### src/hdl/assert_macros.svh
// Assertion helpers shared by the RTL.
`ifndef ASSERT_MACROS_SVH
`define ASSERT_MACROS_SVH

// Same-cycle implication.
`define ASSERT_IMPL(label, clk, rst, ante, cons) \
   label: assert property (@(posedge clk) disable iff (rst) (ante) |-> (cons)) \
      else $error("%m: assertion failed");

// Next-cycle implication.
`define ASSERT_NEXT(label, clk, rst, ante, cons) \
   label: assert property (@(posedge clk) disable iff (rst) (ante) |=> (cons)) \
      else $error("%m: assertion failed");

`endif

### src/hdl/kpdr_pkg.sv
package kpdr_pkg;

   localparam int unsigned VALUE_W    = 14;
   localparam int unsigned PERIOD_W   = 8;
   localparam int unsigned KEY_W      = 4;
   localparam int unsigned PCT_W      = 7;
   localparam int unsigned CHAR_W     = 7;
   localparam int unsigned PROD_W     = 21;
   localparam int unsigned CSR_IDX_W  = 2;
   localparam int unsigned CSR_DATA_W = 14;
   localparam int unsigned DIG_IDX_W  = 3;

   typedef logic [VALUE_W-1:0]    value_type;
   typedef logic [PERIOD_W-1:0]   period_type;
   typedef logic [KEY_W-1:0]      key_type;
   typedef logic [PCT_W-1:0]      pct_type;
   typedef logic [CHAR_W-1:0]     char_type;
   typedef logic [PROD_W-1:0]     prod_type;
   typedef logic [CSR_IDX_W-1:0]  csr_idx_type;
   typedef logic [CSR_DATA_W-1:0] csr_data_type;
   typedef logic [DIG_IDX_W-1:0]  dig_idx_type;

   // register indexes
   localparam csr_idx_type CSR_FULL_SCALE    = 2'd0;
   localparam csr_idx_type CSR_PRESET_VALUE  = 2'd1;
   localparam csr_idx_type CSR_REPORT_PERIOD = 2'd2;

   localparam value_type  FULL_SCALE_RST    = 14'd16000;
   localparam value_type  PRESET_VALUE_RST  = 14'd100;
   localparam period_type REPORT_PERIOD_RST = 8'd200;

   localparam logic CMD_TICK = 1'b0;
   localparam logic CMD_KEY  = 1'b1;

   localparam key_type KEY_FIRST_DIGIT  = 4'd0;
   localparam key_type KEY_LAST_DIGIT   = 4'd9;
   localparam key_type KEY_FIRST_LETTER = 4'd10;
   localparam key_type KEY_LAST_LETTER  = 4'd13;
   localparam key_type KEY_HASH         = 4'd15;

   localparam char_type ASCII_ZERO = 7'd48;

   // x / 100 == (x * RECIP_100) >> DIV_SHIFT, exact for x up to 16383 * 99
   localparam prod_type    RECIP_100      = 21'd1342178;
   localparam int unsigned DIV_SHIFT      = 27;
   localparam dig_idx_type LAST_DIGIT_IDX = 3'd4;

   typedef enum logic [1:0] {
      OP_HOLD,
      OP_PRESET,
      OP_HASH,
      OP_REPORT
   } op_type;

   typedef struct packed {
      op_type  op;
      pct_type pct;
   } cmd_type;

   typedef enum logic [1:0] {
      ST_IDLE,
      ST_HASH_DIV,
      ST_HASH_EMIT,
      ST_DIGIT
   } back_state_type;

   function automatic value_type pow10(input dig_idx_type idx);
      value_type p;
      case (idx)
         3'd0:    p = 14'd10000;
         3'd1:    p = 14'd1000;
         3'd2:    p = 14'd100;
         3'd3:    p = 14'd10;
         default: p = 14'd1;
      endcase
      return p;
   endfunction

endpackage

### src/hdl/kpdr_if.sv
interface kpdr_req_if;
   import kpdr_pkg::*;
   logic    valid;
   logic    ready;
   logic    command;
   key_type key_code;

   modport source (output valid, output command, output key_code, input ready);
   modport sink   (input valid, input command, input key_code, output ready);
endinterface

interface kpdr_rsp_if;
   import kpdr_pkg::*;
   logic      valid;
   logic      ready;
   value_type compare_out;
   logic      char_valid;
   char_type  ascii_char;
   logic      last;

   modport source (output valid, output compare_out, output char_valid,
                   output ascii_char, output last, input ready);
   modport sink   (input valid, input compare_out, input char_valid,
                   input ascii_char, input last, output ready);
endinterface

### src/hdl/kpdr_front.sv
module kpdr_front (
   input  logic                 clock,
   input  logic                 reset,
   kpdr_req_if.sink             req,
   input  kpdr_pkg::period_type report_period,
   output logic                 push_valid,
   input  logic                 push_ready,
   output kpdr_pkg::cmd_type    push_cmd
);
   import kpdr_pkg::*;

   logic       phase_ff, phase_in;
   key_type    tens_ff, tens_in;
   key_type    ones_ff, ones_in;
   period_type tick_ff, tick_in;
   logic       accept;
   logic [PERIOD_W:0] tick_next;
   logic       report;

   assign req.ready  = push_ready;
   assign push_valid = req.valid;
   assign accept     = req.valid && push_ready;

   // 9-bit compare also covers the counter wrapping past 255
   assign tick_next = {1'b0, tick_ff} + (PERIOD_W+1)'(1);
   assign report    = tick_next >= {1'b0, report_period};

   always_comb begin
      phase_in     = phase_ff;
      tens_in      = tens_ff;
      ones_in      = ones_ff;
      tick_in      = tick_ff;
      push_cmd.op  = OP_HOLD;
      push_cmd.pct = ({3'b0, tens_ff} << 3) + ({3'b0, tens_ff} << 1) + {3'b0, ones_ff};
      if (req.command == CMD_KEY) begin
         case (req.key_code) inside
            [KEY_FIRST_DIGIT:KEY_LAST_DIGIT]: begin
               if (phase_ff) begin
                  tens_in = req.key_code;
               end else begin
                  ones_in = req.key_code;
               end
               phase_in = !phase_ff;
            end
            [KEY_FIRST_LETTER:KEY_LAST_LETTER]: push_cmd.op = OP_PRESET;
            KEY_HASH: push_cmd.op = OP_HASH;
            default: push_cmd.op = OP_HOLD;
         endcase
      end else begin
         if (report) begin
            push_cmd.op = OP_REPORT;
            tick_in     = '0;
         end else begin
            tick_in = tick_next[PERIOD_W-1:0];
         end
      end
   end

   always_ff @(posedge clock) begin
      if (reset) begin
         phase_ff <= 1'b1;
         tens_ff  <= '0;
         ones_ff  <= '0;
         tick_ff  <= '0;
      end else if (accept) begin
         phase_ff <= phase_in;
         tens_ff  <= tens_in;
         ones_ff  <= ones_in;
         tick_ff  <= tick_in;
      end
   end

endmodule

### src/hdl/kpdr_queue.sv
`include "assert_macros.svh"

module kpdr_queue #(
   parameter int DEPTH = 4
) (
   input  logic              clock,
   input  logic              reset,
   input  logic              push_valid,
   output logic              push_ready,
   input  kpdr_pkg::cmd_type push_cmd,
   output logic              pop_valid,
   input  logic              pop_ready,
   output kpdr_pkg::cmd_type pop_cmd
);
   import kpdr_pkg::*;

   localparam int PTR_W = $clog2(DEPTH);
   localparam int CNT_W = $clog2(DEPTH + 1);

   cmd_type          entry_ff [DEPTH];
   logic [PTR_W-1:0] wr_ptr_ff, wr_ptr_in;
   logic [PTR_W-1:0] rd_ptr_ff, rd_ptr_in;
   logic [CNT_W-1:0] count_ff, count_in;
   logic             push, pop;

   assign push_ready = count_ff != CNT_W'(DEPTH);
   assign pop_valid  = count_ff != '0;
   assign pop_cmd    = entry_ff[rd_ptr_ff];
   assign push       = push_valid && push_ready;
   assign pop        = pop_ready && pop_valid;

   always_comb begin
      wr_ptr_in = wr_ptr_ff;
      rd_ptr_in = rd_ptr_ff;
      count_in  = count_ff;
      if (push) begin
         wr_ptr_in = (wr_ptr_ff == PTR_W'(DEPTH - 1)) ? '0 : wr_ptr_ff + PTR_W'(1);
      end
      if (pop) begin
         rd_ptr_in = (rd_ptr_ff == PTR_W'(DEPTH - 1)) ? '0 : rd_ptr_ff + PTR_W'(1);
      end
      if (push && !pop) begin
         count_in = count_ff + CNT_W'(1);
      end else if (pop && !push) begin
         count_in = count_ff - CNT_W'(1);
      end
   end

   always_ff @(posedge clock) begin
      if (reset) begin
         wr_ptr_ff <= '0;
         rd_ptr_ff <= '0;
         count_ff  <= '0;
      end else begin
         wr_ptr_ff <= wr_ptr_in;
         rd_ptr_ff <= rd_ptr_in;
         count_ff  <= count_in;
      end
   end

   always_ff @(posedge clock) begin
      if (push) begin
         entry_ff[wr_ptr_ff] <= push_cmd;
      end
   end

   `ASSERT_IMPL(a_count_bound, clock, reset, 1'b1, count_ff <= CNT_W'(DEPTH))
   `ASSERT_NEXT(a_push_only_grows, clock, reset, push && !pop, count_ff != '0)

endmodule

### src/hdl/kpdr_back.sv
`include "assert_macros.svh"

module kpdr_back (
   input  logic                clock,
   input  logic                reset,
   input  kpdr_pkg::value_type full_scale,
   input  kpdr_pkg::value_type preset_value,
   input  logic                q_valid,
   output logic                q_pop,
   input  kpdr_pkg::cmd_type   q_cmd,
   kpdr_rsp_if.source          rsp
);
   import kpdr_pkg::*;

   back_state_type state_ff, state_in;
   value_type      cmp_ff, cmp_in;
   prod_type       prod_ff, prod_in;
   value_type      rem_ff, rem_in;
   dig_idx_type    digit_idx_ff, digit_idx_in;

   logic           out_valid_ff;
   value_type      out_cmp_ff;
   logic           out_cv_ff;
   char_type       out_char_ff;
   logic           out_last_ff;

   logic           out_free;
   logic           emit;
   value_type      emit_cmp;
   logic           emit_cv;
   char_type       emit_char;
   logic           emit_last;

   logic [2*PROD_W-1:0] recip_prod;
   value_type           pow;
   key_type             digit;
   logic [VALUE_W+2:0]  rem_diff;

   assign out_free   = !out_valid_ff || rsp.ready;
   assign recip_prod = {{PROD_W{1'b0}}, prod_ff} * {{PROD_W{1'b0}}, RECIP_100};
   assign pow        = pow10(digit_idx_ff);

   // digit = how many multiples of the current power fit in the remainder
   always_comb begin
      digit = '0;
      for (int k = 1; k <= 9; k++) begin
         if ({3'b0, rem_ff} >= (VALUE_W+3)'(k) * {3'b0, pow}) begin
            digit = KEY_W'(k);
         end
      end
   end

   assign rem_diff = {3'b0, rem_ff} - (VALUE_W+3)'(digit) * {3'b0, pow};

   // next state
   always_comb begin
      state_in = state_ff;
      case (state_ff)
         ST_IDLE: begin
            if (q_valid && q_cmd.op == OP_HASH) begin
               state_in = ST_HASH_DIV;
            end else if (q_valid && q_cmd.op == OP_REPORT) begin
               state_in = ST_DIGIT;
            end
         end
         ST_HASH_DIV: state_in = ST_HASH_EMIT;
         ST_HASH_EMIT: begin
            if (out_free) begin
               state_in = ST_IDLE;
            end
         end
         ST_DIGIT: begin
            if (out_free && digit_idx_ff == LAST_DIGIT_IDX) begin
               state_in = ST_IDLE;
            end
         end
         default: state_in = ST_IDLE;
      endcase
   end

   // datapath and outputs
   always_comb begin
      q_pop        = 1'b0;
      emit         = 1'b0;
      emit_cmp     = cmp_ff;
      emit_cv      = 1'b0;
      emit_char    = '0;
      emit_last    = 1'b1;
      cmp_in       = cmp_ff;
      prod_in      = prod_ff;
      rem_in       = rem_ff;
      digit_idx_in = digit_idx_ff;
      case (state_ff)
         ST_IDLE: begin
            if (q_valid) begin
               case (q_cmd.op)
                  OP_HOLD: begin
                     if (out_free) begin
                        q_pop = 1'b1;
                        emit  = 1'b1;
                     end
                  end
                  OP_PRESET: begin
                     if (out_free) begin
                        q_pop    = 1'b1;
                        emit     = 1'b1;
                        cmp_in   = preset_value;
                        emit_cmp = preset_value;
                     end
                  end
                  OP_HASH: begin
                     q_pop   = 1'b1;
                     prod_in = {{(PROD_W-VALUE_W){1'b0}}, full_scale}
                               * {{(PROD_W-PCT_W){1'b0}}, q_cmd.pct};
                  end
                  OP_REPORT: begin
                     q_pop        = 1'b1;
                     rem_in       = cmp_ff;
                     digit_idx_in = '0;
                  end
                  default: q_pop = 1'b0;
               endcase
            end
         end
         ST_HASH_DIV: begin
            cmp_in = recip_prod[DIV_SHIFT +: VALUE_W];
         end
         ST_HASH_EMIT: begin
            emit = out_free;
         end
         ST_DIGIT: begin
            if (out_free) begin
               emit         = 1'b1;
               emit_cv      = 1'b1;
               emit_char    = ASCII_ZERO + {3'b0, digit};
               emit_last    = digit_idx_ff == LAST_DIGIT_IDX;
               rem_in       = rem_diff[VALUE_W-1:0];
               digit_idx_in = digit_idx_ff + DIG_IDX_W'(1);
            end
         end
         default: emit = 1'b0;
      endcase
   end

   always_ff @(posedge clock) begin
      if (reset) begin
         state_ff     <= ST_IDLE;
         cmp_ff       <= '0;
         out_valid_ff <= 1'b0;
      end else begin
         state_ff <= state_in;
         cmp_ff   <= cmp_in;
         if (emit) begin
            out_valid_ff <= 1'b1;
         end else if (rsp.ready) begin
            out_valid_ff <= 1'b0;
         end
      end
   end

   always_ff @(posedge clock) begin
      prod_ff      <= prod_in;
      rem_ff       <= rem_in;
      digit_idx_ff <= digit_idx_in;
      if (emit) begin
         out_cmp_ff  <= emit_cmp;
         out_cv_ff   <= emit_cv;
         out_char_ff <= emit_char;
         out_last_ff <= emit_last;
      end
   end

   assign rsp.valid       = out_valid_ff;
   assign rsp.compare_out = out_cmp_ff;
   assign rsp.char_valid  = out_cv_ff;
   assign rsp.ascii_char  = out_char_ff;
   assign rsp.last        = out_last_ff;

   `ASSERT_IMPL(a_digit_idx_range, clock, reset, state_ff == ST_DIGIT, digit_idx_ff <= LAST_DIGIT_IDX)
   `ASSERT_NEXT(a_hash_to_div, clock, reset, q_pop && q_cmd.op == OP_HASH, state_ff == ST_HASH_DIV)
   `ASSERT_IMPL(a_emit_has_room, clock, reset, emit, out_free)

endmodule

### src/hdl/keypad_pwm_duty_entry_reporter.sv
// Keypad PWM duty entry and decimal reporter.
// req_ch carries one beat per keypad key (command 1, key_code) or timer tick
// (command 0). Digits fill tens then ones; '#' loads full_scale * pct / 100,
// A to D load preset_value, '*' is ignored. Every report_period ticks the
// compare value goes out as five ASCII digit beats, most significant first.
// rsp_ch carries one beat per key or plain tick and five per report tick;
// last marks the final beat of each input beat.
// The front stage keeps the digit and tick state and accepts one beat per
// cycle, while the queue has room, into a QUEUE_DEPTH entry queue. The back
// stage owns the compare value and a registered output slot. A plain beat
// reaches rsp_ch through the queue and the output slot; the back stage
// retires one per cycle while rsp_ch takes them. '#' runs through multiply,
// reciprocal multiply and emit; a report loads the value, then emits digits.
// req_ch.ready drops only when the queue is full.
// A stalled rsp_ch holds its beat; the back stage then waits, the queue fills
// and the front stalls. Reset (synchronous) empties the queue, drops
// rsp_ch.valid and loads the register reset values.
// csr_we writes csr_wdata to register csr_index (0 full_scale, 1
// preset_value, 2 report_period); other indexes are dropped.
module keypad_pwm_duty_entry_reporter #(
   parameter int QUEUE_DEPTH = 4
) (
   input  logic                   clock,
   input  logic                   reset,
   kpdr_req_if.sink               req_ch,
   kpdr_rsp_if.source             rsp_ch,
   input  logic                   csr_we,
   input  kpdr_pkg::csr_idx_type  csr_index,
   input  kpdr_pkg::csr_data_type csr_wdata
);
   import kpdr_pkg::*;

   value_type  full_scale_ff;
   value_type  preset_value_ff;
   period_type report_period_ff;

   logic    push_valid, push_ready;
   cmd_type push_cmd;
   logic    q_valid, q_pop;
   cmd_type q_cmd;

   always_ff @(posedge clock) begin
      if (reset) begin
         full_scale_ff    <= FULL_SCALE_RST;
         preset_value_ff  <= PRESET_VALUE_RST;
         report_period_ff <= REPORT_PERIOD_RST;
      end else if (csr_we) begin
         case (csr_index)
            CSR_FULL_SCALE:    full_scale_ff    <= csr_wdata;
            CSR_PRESET_VALUE:  preset_value_ff  <= csr_wdata;
            CSR_REPORT_PERIOD: report_period_ff <= csr_wdata[PERIOD_W-1:0];
            default:           full_scale_ff    <= full_scale_ff;
         endcase
      end
   end

   kpdr_front u_front (
      .clock         (clock),
      .reset         (reset),
      .req           (req_ch),
      .report_period (report_period_ff),
      .push_valid    (push_valid),
      .push_ready    (push_ready),
      .push_cmd      (push_cmd)
   );

   kpdr_queue #(
      .DEPTH (QUEUE_DEPTH)
   ) u_queue (
      .clock      (clock),
      .reset      (reset),
      .push_valid (push_valid),
      .push_ready (push_ready),
      .push_cmd   (push_cmd),
      .pop_valid  (q_valid),
      .pop_ready  (q_pop),
      .pop_cmd    (q_cmd)
   );

   kpdr_back u_back (
      .clock        (clock),
      .reset        (reset),
      .full_scale   (full_scale_ff),
      .preset_value (preset_value_ff),
      .q_valid      (q_valid),
      .q_pop        (q_pop),
      .q_cmd        (q_cmd),
      .rsp          (rsp_ch)
   );

endmodule
### src/flat_wrapper.sv
// flat-port wrapper written by rule: the top's interface ports become plain ports
module keypad_pwm_duty_entry_reporter_flat import kpdr_pkg::*;
#(
   parameter int QUEUE_DEPTH = 4
)
  (clock, reset, csr_we, csr_index, csr_wdata, req_ch_valid, req_ch_command, req_ch_key_code, req_ch_ready, rsp_ch_valid, rsp_ch_compare_out, rsp_ch_char_valid, rsp_ch_ascii_char, rsp_ch_last, rsp_ch_ready);
  kpdr_req_if req_ch_i ();
  kpdr_rsp_if rsp_ch_i ();
  input  logic clock;
  input  logic reset;
  input  logic csr_we;
  input  kpdr_pkg::csr_idx_type csr_index;
  input  kpdr_pkg::csr_data_type csr_wdata;
  input wire logic [$bits(req_ch_i.valid)-1:0] req_ch_valid;
  input wire logic [$bits(req_ch_i.command)-1:0] req_ch_command;
  input wire logic [$bits(req_ch_i.key_code)-1:0] req_ch_key_code;
  output wire logic [$bits(req_ch_i.ready)-1:0] req_ch_ready;
  output wire logic [$bits(rsp_ch_i.valid)-1:0] rsp_ch_valid;
  output wire logic [$bits(rsp_ch_i.compare_out)-1:0] rsp_ch_compare_out;
  output wire logic [$bits(rsp_ch_i.char_valid)-1:0] rsp_ch_char_valid;
  output wire logic [$bits(rsp_ch_i.ascii_char)-1:0] rsp_ch_ascii_char;
  output wire logic [$bits(rsp_ch_i.last)-1:0] rsp_ch_last;
  input wire logic [$bits(rsp_ch_i.ready)-1:0] rsp_ch_ready;
  assign req_ch_i.valid = req_ch_valid;
  assign req_ch_i.command = req_ch_command;
  assign req_ch_i.key_code = req_ch_key_code;
  assign req_ch_ready = req_ch_i.ready;
  assign rsp_ch_valid = rsp_ch_i.valid;
  assign rsp_ch_compare_out = rsp_ch_i.compare_out;
  assign rsp_ch_char_valid = rsp_ch_i.char_valid;
  assign rsp_ch_ascii_char = rsp_ch_i.ascii_char;
  assign rsp_ch_last = rsp_ch_i.last;
  assign rsp_ch_i.ready = rsp_ch_ready;
  keypad_pwm_duty_entry_reporter #(.QUEUE_DEPTH(QUEUE_DEPTH)) u_core (.clock(clock), .reset(reset), .req_ch(req_ch_i), .rsp_ch(rsp_ch_i), .csr_we(csr_we), .csr_index(csr_index), .csr_wdata(csr_wdata));
endmodule
### config.mk
export PLATFORM = sky130hd
export DESIGN_NAME = keypad_pwm_duty_entry_reporter_flat
export DESIGN_NICKNAME = d
export VERILOG_FILES = /design/src/hdl/kpdr_pkg.sv /design/src/hdl/kpdr_if.sv /design/src/hdl/kpdr_front.sv /design/src/hdl/kpdr_queue.sv /design/src/hdl/kpdr_back.sv /design/src/hdl/keypad_pwm_duty_entry_reporter.sv /design/src/flat_wrapper.sv
export VERILOG_INCLUDE_DIRS = /design/src /design/src/hdl
export SDC_FILE = /design/constraint.sdc
export NUM_CORES = 1
export LEC_CHECK = 0
export BUFFER_PORTS_ARGS = -buffer_cell sky130_fd_sc_hd__buf_2
export CAP_MARGIN = 30
export CORE_ASPECT_RATIO = 0.5
export CORE_MARGIN = 10
export CORE_UTILIZATION = 45
export CTS_CLUSTER_SIZE = 24
export DETAILED_ROUTE_END_ITERATION = 8
export SYNTH_ARGS = -nofsm -noshare
export SYNTH_HDL_FRONTEND = slang
export SYNTH_SLANG_ARGS = --single-unit
### constraint.sdc
create_clock -name clock -period 9.5 [get_ports clock]
set_input_delay 0.475 -clock clock [delete_from_list [all_inputs] [get_ports clock]]
set_output_delay 0.475 -clock clock [all_outputs]
set_load 0.05 [all_outputs]
Word-level counts from Yosys, hierarchy flattened
Memory sizes are Yosys's and may differ from the RTL's. A register that Yosys moved wholly into a read port is not among the register bits. Cells that the tools add are included.

$add $sub $neg: 10. $mul: 8. Magnitude comparators: 14. Equality and inequality tests: 22. Multiplexer cells: 51. Bitwise gates (word level): 2. Reductions and logical operators: 36.

Operators by type and width (number): 2-to-1 mux 14 bit (7); greater-or-equal comparator 14 x 17 -> 1 bit (5); case mux 14 bit (2 select lines) (2); case mux 14 bit (4 select lines) (1); multiplier 21 x 20 -> 40 bit, second input constant (1); multiplier 3 x 14 -> 17 bit, first input constant (2); greater-or-equal comparator 14 x 16 -> 1 bit (2); multiplier 2 x 14 -> 16 bit, first input constant (2); 2-to-1 mux 4 bit (8); 2-to-1 mux 2 bit (13); multiplier 14 x 7 -> 21 bit (1); multiplier 4 x 14 -> 17 bit, first input constant (1); greater-or-equal comparator 14 x 15 -> 1 bit (1); 2-to-1 mux 3 bit (5); == test 2 bit, second input constant (7); greater-or-equal comparator 14 bit (1); multiplier 4 x 14 -> 14 bit (1); subtractor 14 bit (1); AND reduction 4 bit (3); 2-to-1 mux 1 bit (10); inequality test 2 bit, second input constant (5); AND reduction 2 bit (5); adder 8 x 1 -> 9 bit, second input constant (1); greater-or-equal comparator 9 x 8 -> 1 bit (1); 30 further kinds (57).

Bits in registers: 138. Memory bits (writable): 36. Input bits: 26. Output and inout bits: 25. Memories kept: 1.

Memories: u_core.u_queue.entry_ff (words 4, width 9, read ports 1, clocked after memory_dff 1, write ports 1, line kpdr_queue.sv:20) `cmd_type entry_ff [DEPTH];`.

Depth between registers and ports, before layout
Gate-level depths: netlist (run 1).

Word-level depth: 16. Depth in mapped cells: 43. Mapped depth without buffers: 40.

Hierarchy
From an unflattened synthesis (run 1), not the netlist that was laid out.

Cells, all modules: 2298. Area, all modules: 23129.7 um^2.

By module, submodules not included: kpdr_back (times used 1, cells each 1930, area an instance 18680.4 um^2, sequential area each 2112.0 um^2); kpdr_queue (times used 1, cells each 95, area an instance 1776.7 um^2, sequential area each 1261.2 um^2); keypad_pwm_duty_entry_reporter (times used 1, cells each 146, area an instance 1506.4 um^2, sequential area each 720.7 um^2); kpdr_front (times used 1, cells each 127, area an instance 1166.1 um^2, sequential area each 340.3 um^2).

Worst setup path after synthesis (run 1)
Ideal clock, no wire load.

Kind: register to register. From: reg u_core.u_back.digit_idx_ff[2]. To: reg u_core.u_back.rem_ff[13], data pin. Arrival: 8448 ps. Data required time: 9362 ps. Slack: 914 ps. Cell stages (with the launch flop): 39. Buffers on the path: 2. Cells stage by stage: edfxtp_1 > buf_6 > clkinv_1 > nand2_1 > inv_1 > nor2_1 > inv_1 > ha_1 > fa_1 > inv_1 > o21ai_0 > a21oi_1 > nor2b_1 > nor2_1 > o21ai_0 > a2111o_1 > ha_1 > nand4_1 > (+3 left out) > a221o_1 > a31oi_1 > o21a_1 > buf_4 > o31ai_2 > nor2_1 > fa_1 > inv_1 > fa_1 > fa_1 > ha_1 > o21a_1 > o31a_1 > o41a_1 > a41oi_1 > a21oi_1 > or4_1 > nand4_1.

Cells in the longest elaborated chain, start to end: 16.

RTL lines: start: declaration (line kpdr_back.sv:19) `dig_idx_type digit_idx_ff, digit_idx_in;`; start signal: assignment (line kpdr_back.sv:164) `digit_idx_ff <= digit_idx_in;`; == test 3 x 2 -> 1 bit, or another cell as far along (line kpdr_pkg.sv:69) `case (idx)`; case mux 14 bit (4 select lines) (*) (line kpdr_pkg.sv:69); parallel branches: the longest is 10 deep, another holds multiplier 2 x 14 -> 16 bit; multiplier 4 x 14 -> 14 bit (*) (line kpdr_back.sv:53) `assign rem_diff = {3'b0, rem_ff} - (VALUE_W+3)'(digit) * {3'b0, pow};`; subtractor 14 bit (*) (line kpdr_back.sv:53); 2-to-1 mux 14 bit (*) (line kpdr_back.sv:132) `if (out_free) begin`; case mux 14 bit (2 select lines) (*) (line kpdr_back.sv:93) `case (state_ff)`; named net u_core.u_back.rem_in[13] (line kpdr_back.sv:18) `value_type rem_ff, rem_in;`; end signal: assignment (line kpdr_back.sv:163) `rem_ff <= rem_in;`; end: declaration (line kpdr_back.sv:18).

Mark *: on every way through the listed nets, which the timed path passes. The select of a mux whose other input is x is not followed. A chain may end at the register's enable or synchronous reset.

Worst setup path in the final report (run 1)
From: reg u_core.u_back.digit_idx_ff[1]. To: reg u_core.u_back.rem_ff[13], data pin.

The elaborated chain is that of the path after synthesis.

==> flow_metrics.env, run 1 <==
export IMPL_gp_congestion=0.902
export IMPL_syn_avg_cell_area_um2=10.0
export IMPL_portBuffers=49
export IMPL_multi_input_area_um2=16600
export IMPL_die_area_um2=59800
export IMPL_syn_inst=2247
export IMPL_dr_total_vias=15800
export IMPL_worstPathMaxFanout=20
export IMPL_clockBufferDepth=2
export IMPL_rows=57
export IMPL_yosys_most_used_dff="edfxtp_1"
export IMPL_rsz0062_at_grt="no"
export IMPL_synth_seq_cells=174
export IMPL_fin_util_pct=49.3
export IMPL_yosys_warnings=0
export IMPL_path_buf_inv=3
export IMPL_postCtsHoldBufs=0
export IMPL_drc=0
export IMPL_htreeDepth=4
export IMPL_holdCritStartpoint="csr_wdata[9]"
export IMPL_nFillCells=4546
export IMPL_max_slew_margin_rel_pct=36.8
export IMPL_clock_fmax_mhz=113
export IMPL_antenna_cells=0
export IMPL_clock_sinks=174
export IMPL_tns_ns=0
export IMPL_finalSetupViolCount=0
export IMPL_first_pass_iters=5
export IMPL_grt_pass1_wl_mm=87.7
export IMPL_setup_ws_ns=0.666
export IMPL_critPathCaptureType="flip-flop"
export IMPL_drtAntennaViolNets=0
export IMPL_syn2layout_area_growth_pct=7.34
export IMPL_avgRoutedWirePerCell_um=18.1
export IMPL_cts_root_buf="clkbuf_16"
export IMPL_layout_cells_most_common_list="ha_1, inv_1, fa_1"
export IMPL_tritoncts_num_buffers=17
export IMPL_fin_skew_ns=0.0168
export IMPL_r2r_start="u_core.u_back.digit_idx_ff[1]"
export IMPL_wl_mm=53.3
export IMPL_nNetsFinal=2998
export IMPL_dpl_cell_area_um2=23400
export IMPL_final_max_slew_viol_count=0
export IMPL_tightest_slew_ns=0.946
export IMPL_synth_area_um2=22500
export IMPL_core_um2=48900
export IMPL_die_w_um=336
export IMPL_hold_path_class="primary input to flip-flop"
export IMPL_grt_pass1_vias=16400
export IMPL_final_hold_viol_count=0
export IMPL_synth_cell_types=89
export IMPL_overflow=0
export IMPL_cp_arrival_ns=9.15
export IMPL_drtIter0Drc=1112
export IMPL_hpwlAfterDp_mm=43.3
export IMPL_max_cap_violations=0
export IMPL_final_common_cell="ha_1"
export IMPL_fin_crit_sh_pct=93.0
export IMPL_place_ws_ns=0.306
export IMPL_cp_startpoint="u_core.u_back.digit_idx_ff[1]"
export IMPL_critPathKind="flip-flop to flip-flop"
export IMPL_synthArstFlopShare_pct=0
export IMPL_outcome="finished clean"
export IMPL_cts_tree="built"
export IMPL_required_ns=9.82
export IMPL_synth_edf_count=95
export IMPL_post_drt_via_cell_ratio=5.37
export IMPL_clk_insertion_delay_late_ns=0.46
export IMPL_critPathTopFamily="adder cells"
export IMPL_die_h_um=178
export IMPL_period_minus_slack_ns=8.83
export IMPL_antenna_found_initial=1
export IMPL_grtUsageTotal_pct=18.3
export IMPL_ios=51
export IMPL_initial_core_util_pct=45.9
export IMPL_cpPeakStageDelay_ns=0.63
export IMPL_seq_area_um2=4430
export IMPL_grt_max_degree=74
export IMPL_start_kind="flip-flop"
export IMPL_cpMaxStageDelayCell="o31ai_2"
export IMPL_path_clk_slew_ns=0.08
export IMPL_drive_gt1_share_pct=6.74
export IMPL_ys_seq_area_share_pct=19.7
export IMPL_stdcell_area_um2=24100
routing by layer:
layer	vias up	global-route usage [%]	wire, µm
met5	-	0	11
met4	2	4.15	853
met3	54	2.57	2450
met2	334	30.0	24500
met1	7726	25.5	25500
li1	7703	-	-
stage by stage:
stage          std cells  hold WS, ns
2_1_floorplan       2249        0.445
4_1_cts             2944        0.252
3_5_place_dp        2912        0.487
6_report            2947        0.270
3_3_place_gp        2910        0.477
5_1_grt             2947        0.279
cell usage after synthesis, drive strengths merged (5+ instances only):
library cell	instances	area, µm²
ha	438	5480
inv	338	1270
fa	249	4980
nand2	196	736
nor2	126	480
a21oi	102	514
edfxtp	95	2850
dfxtp	79	1580
o21ai	64	324
xnor2	60	533
a21o	40	300
and2	36	225
clkbuf	34	128
nand3	26	130
nand2b	25	159
nor3	25	130
xor2	25	219
mux2i	19	190
and3	18	113
nor2b	18	113
buf	16	95.1
mux2	15	169
o21a	14	105
o22ai	14	87.6
nand4	12	81.3
a22oi	11	87.6
nand3b	10	75.1
o31ai	10	80.1
mux4	9	203
o211ai	9	67.6
a31oi	8	50.1
or3	8	50.1
a211oi	7	52.6
a32o	7	70.1
or2	7	43.8
a221oi	6	58.8
a211o	5	43.8
layout make-up:
cell class | instances | area share (%)
clock buffers | 17 | 1.76
clock inverters | 15 | 0.825
inverters | 339 | 5.29
multi-input cells | 1686 | 68.7
flip-flops and latches | 174 | 18.4
well taps | 649 | 3.37
repair buffers | 67 | 1.69
worst reg2reg max path, delay by kind of cell, from the launching register on:
family / cells / cell delay (ns)
fa+ha+maj: 8 / 3.24
compound gates: 13 / 2.82
simple gates: 8 / 1.57
buf+inv: 3 / 0.63
flops: 1 / 0.45
sequential cells by signal (all words and copies together), names as in the netlist, named ones only:
register                       flops
u_core.u_back.rsp.last             1
u_core.u_queue.rd_ptr_ff           2
u_core.u_front.tick_ff             8
u_core.u_back.rem_ff              14
u_core.u_back.digit_idx_ff         3
u_core.u_back.prod_ff             21
u_core.u_queue.count_ff            3
u_core.u_front.phase_ff            1
u_core.u_queue.entry_ff           36
u_core.report_period_ff            8
u_core.u_back.rsp.compare_out     14
u_core.preset_value_ff            14
u_core.u_back.cmp_ff              14
u_core.u_back.rsp.valid            1
u_core.u_front.tens_ff             4
u_core.u_back.rsp.ascii_char       5
u_core.u_queue.wr_ptr_ff           2
u_core.full_scale_ff              14
u_core.u_back.state_ff             2
u_core.u_front.ones_ff             4
u_core.u_back.rsp.char_valid       1
cell families after synthesis:
family / share of synthesized area, %
fa+ha+maj: 46.6
other cells: 0.0167
xor+xnor: 3.35
compound gates: 10.1
mux: 2.50
buf+inv: 6.67
flops: 19.7
simple gates: 11.1
timing repair:
action                     CTS  global route
buffers inserted             0             3
gates resized for setup      0             3
setup endpoints to repair    0             6
path summary, 6_finish.rpt:
path                                     end  slack [ns]  cells past startpoint
setup / recovery    u_core.u_back.rem_ff[13]        0.67                     32
hold / removal     u_core.preset_value_ff[9]        0.27                      3
setup reg to reg    u_core.u_back.rem_ff[13]        0.67                     32
hold reg to reg   u_core.preset_value_ff[12]        0.50                      2
Power of run 1 is not shown: default switching activity piles up to over one toggle a cycle in this logic, so the estimate is an artifact.
==> run 2: changes to the inputs <==
- REMOVE_ABC_BUFFERS: not set -> 1
==> run 2 against run 1 <==
Net effect: via count grew 0.13%; die area is the same; count of clock-buffer cells in the layout grew 1; flip-flop and latch count is the same; clock skew grew 0.0032 ns.
==> flow_metrics.env, run 2 (synthesized netlist as in run 1, its figures left out) <==
export IMPL_outcome="finished clean"
export IMPL_cp_arrival_ns=9.14
export IMPL_drive_gt1_share_pct=6.95
export IMPL_finalSetupViolCount=0
export IMPL_start_kind="flip-flop"
export IMPL_portBuffers=49
export IMPL_rsz0062_at_grt="no"
export IMPL_avgRoutedWirePerCell_um=17.9
export IMPL_first_pass_iters=6
export IMPL_grt_pass1_vias=16300
export IMPL_syn2layout_area_growth_pct=7.35
export IMPL_die_h_um=178
export IMPL_tritoncts_num_buffers=17
export IMPL_final_max_slew_viol_count=0
export IMPL_fin_skew_ns=0.0199
export IMPL_period_minus_slack_ns=8.82
export IMPL_hold_path_class="primary input to flip-flop"
export IMPL_htreeDepth=4
export IMPL_final_cells=2950
export IMPL_clockBufferDepth=2
export IMPL_die_area_um2=59800
export IMPL_nNetsFinal=3001
export IMPL_ios=51
export IMPL_clk_insertion_delay_late_ns=0.46
export IMPL_rows=57
export IMPL_initial_core_util_pct=45.9
export IMPL_max_slew_margin_rel_pct=37.0
export IMPL_cpMaxStageDelayCell="edfxtp_1"
export IMPL_max_cap_violations=0
export IMPL_crit_top_cell="nor2_1"
export IMPL_cts_root_buf="clkbuf_16"
export IMPL_clock_fmax_mhz=113
export IMPL_gp_congestion=0.915
export IMPL_grt_max_degree=66
export IMPL_drtIter0Drc=1115
export IMPL_path_clk_slew_ns=0.08
export IMPL_cts_tree="built"
export IMPL_cpPeakStageDelay_ns=0.51
export IMPL_largest_reg_flops=36
export IMPL_top_regs="u_core.u_queue.entry_ff x36, u_core.u_back.prod_ff x21"
export IMPL_final_hold_viol_count=0
export IMPL_dp_cells=2911
export IMPL_final_common_cell="ha_1"
export IMPL_regMostFlops="u_core.u_queue.entry_ff"
export IMPL_hpwlAfterDp_mm=43.0
export IMPL_antenna_cells=0
export IMPL_required_ns=9.82
export IMPL_post_drt_via_cell_ratio=5.37
export IMPL_fin_crit_sh_pct=92.9
export IMPL_wl_mm=52.9
export IMPL_layout_cells_most_common_list="ha_1, inv_1, fa_1"
export IMPL_dr_total_vias=15800
export IMPL_tightest_slew_ns=0.944
export IMPL_overflow=0
export IMPL_drc=0
export IMPL_r2r_slack_ns=0.68
export IMPL_tns_ns=0
export IMPL_grt_pass1_wl_mm=86.5
export IMPL_worstPathMaxFanout=10
export IMPL_drtAntennaViolNets=0
export IMPL_clock_sinks=174
export IMPL_antenna_found_initial=1
export IMPL_die_w_um=336
export IMPL_grtUsageTotal_pct=18.2
export IMPL_critPathKind="flip-flop to flip-flop"
export IMPL_core_um2=48900
export IMPL_critPathCaptureType="flip-flop"
[run 2: cell count changes in the layout (fill, tap and decap cells not counted), sizes merged]
cell	previous run	this run
inv	349	344
buf	67	70
clkinvlp	0	3
clkbuf	17	18
clkinv	5	6
[run 2: path summary, 6_finish.rpt]
path,cells after the start,startpoint,to
worst max-delay path,37,u_core.u_back.digit_idx_ff[1],u_core.u_back.rem_ff[13]
worst min-delay path,3,csr_wdata[4],u_core.full_scale_ff[4]
worst max register to register,37,u_core.u_back.digit_idx_ff[1],u_core.u_back.rem_ff[13]
worst min register to register,2,u_core.preset_value_ff[10],u_core.preset_value_ff[10]
[run 2: per-stage QoR]
| stage | hold slack [ns] | setup slack [ns] | area (µm²) | utilization (%) |
|---|---|---|---|---|
| 4_1_cts | 0.264 | 0.193 | 24000 | 49.1 |
| 5_1_grt | 0.281 | 0.0462 | 24100 | 49.3 |
| 3_3_place_gp | 0.472 | 0.446 | 23400 | 47.8 |
| 6_report | 0.289 | 0.679 | 24100 | 49.3 |
| 2_1_floorplan | 0.439 | 0.438 | 22200 | - |
| 3_5_place_dp | 0.477 | 0.244 | 23400 | 47.9 |
[run 2: repair_timing]
item	4_1_cts	5_1_grt
gates resized for setup	0	9
endpoints found under the setup margin	0	6
buffers inserted	0	7
hold buffers	0	0
[run 2: layout make-up]
| class | count | area (µm²) |
|---|---|---|
| Clock inverter | 14 | 168 |
| Tap cell | 649 | 812 |
| Inverter | 339 | 1280 |
| Fill cell | 4498 | 24800 |
| Clock buffer | 18 | 429 |
| Multi-Input combinational cell | 1686 | 16600 |
| Sequential cell | 174 | 4430 |
| Timing Repair Buffer | 70 | 418 |
[run 2: layer usage]
metal | part of all wire, % | global-route usage [%]
met1 | 49 | 25.7
met2 | 45 | 29.0
met3 | 4.7 | 2.76
met4 | 1.6 | 4.30
met5 | 0 | 0
[run 2: critical path: cells and delay by family (launching register included)]
family                   cells  cell delay (ns)
AO/OA/AOI/OAI               13             3.12
adder cells (fa/ha/maj)      8             3.03
buffers and inverters        5             0.65
flip-flops                   1             0.51
AND/OR/NAND/NOR             11             1.40
Power of run 2 is left out for the same reason.
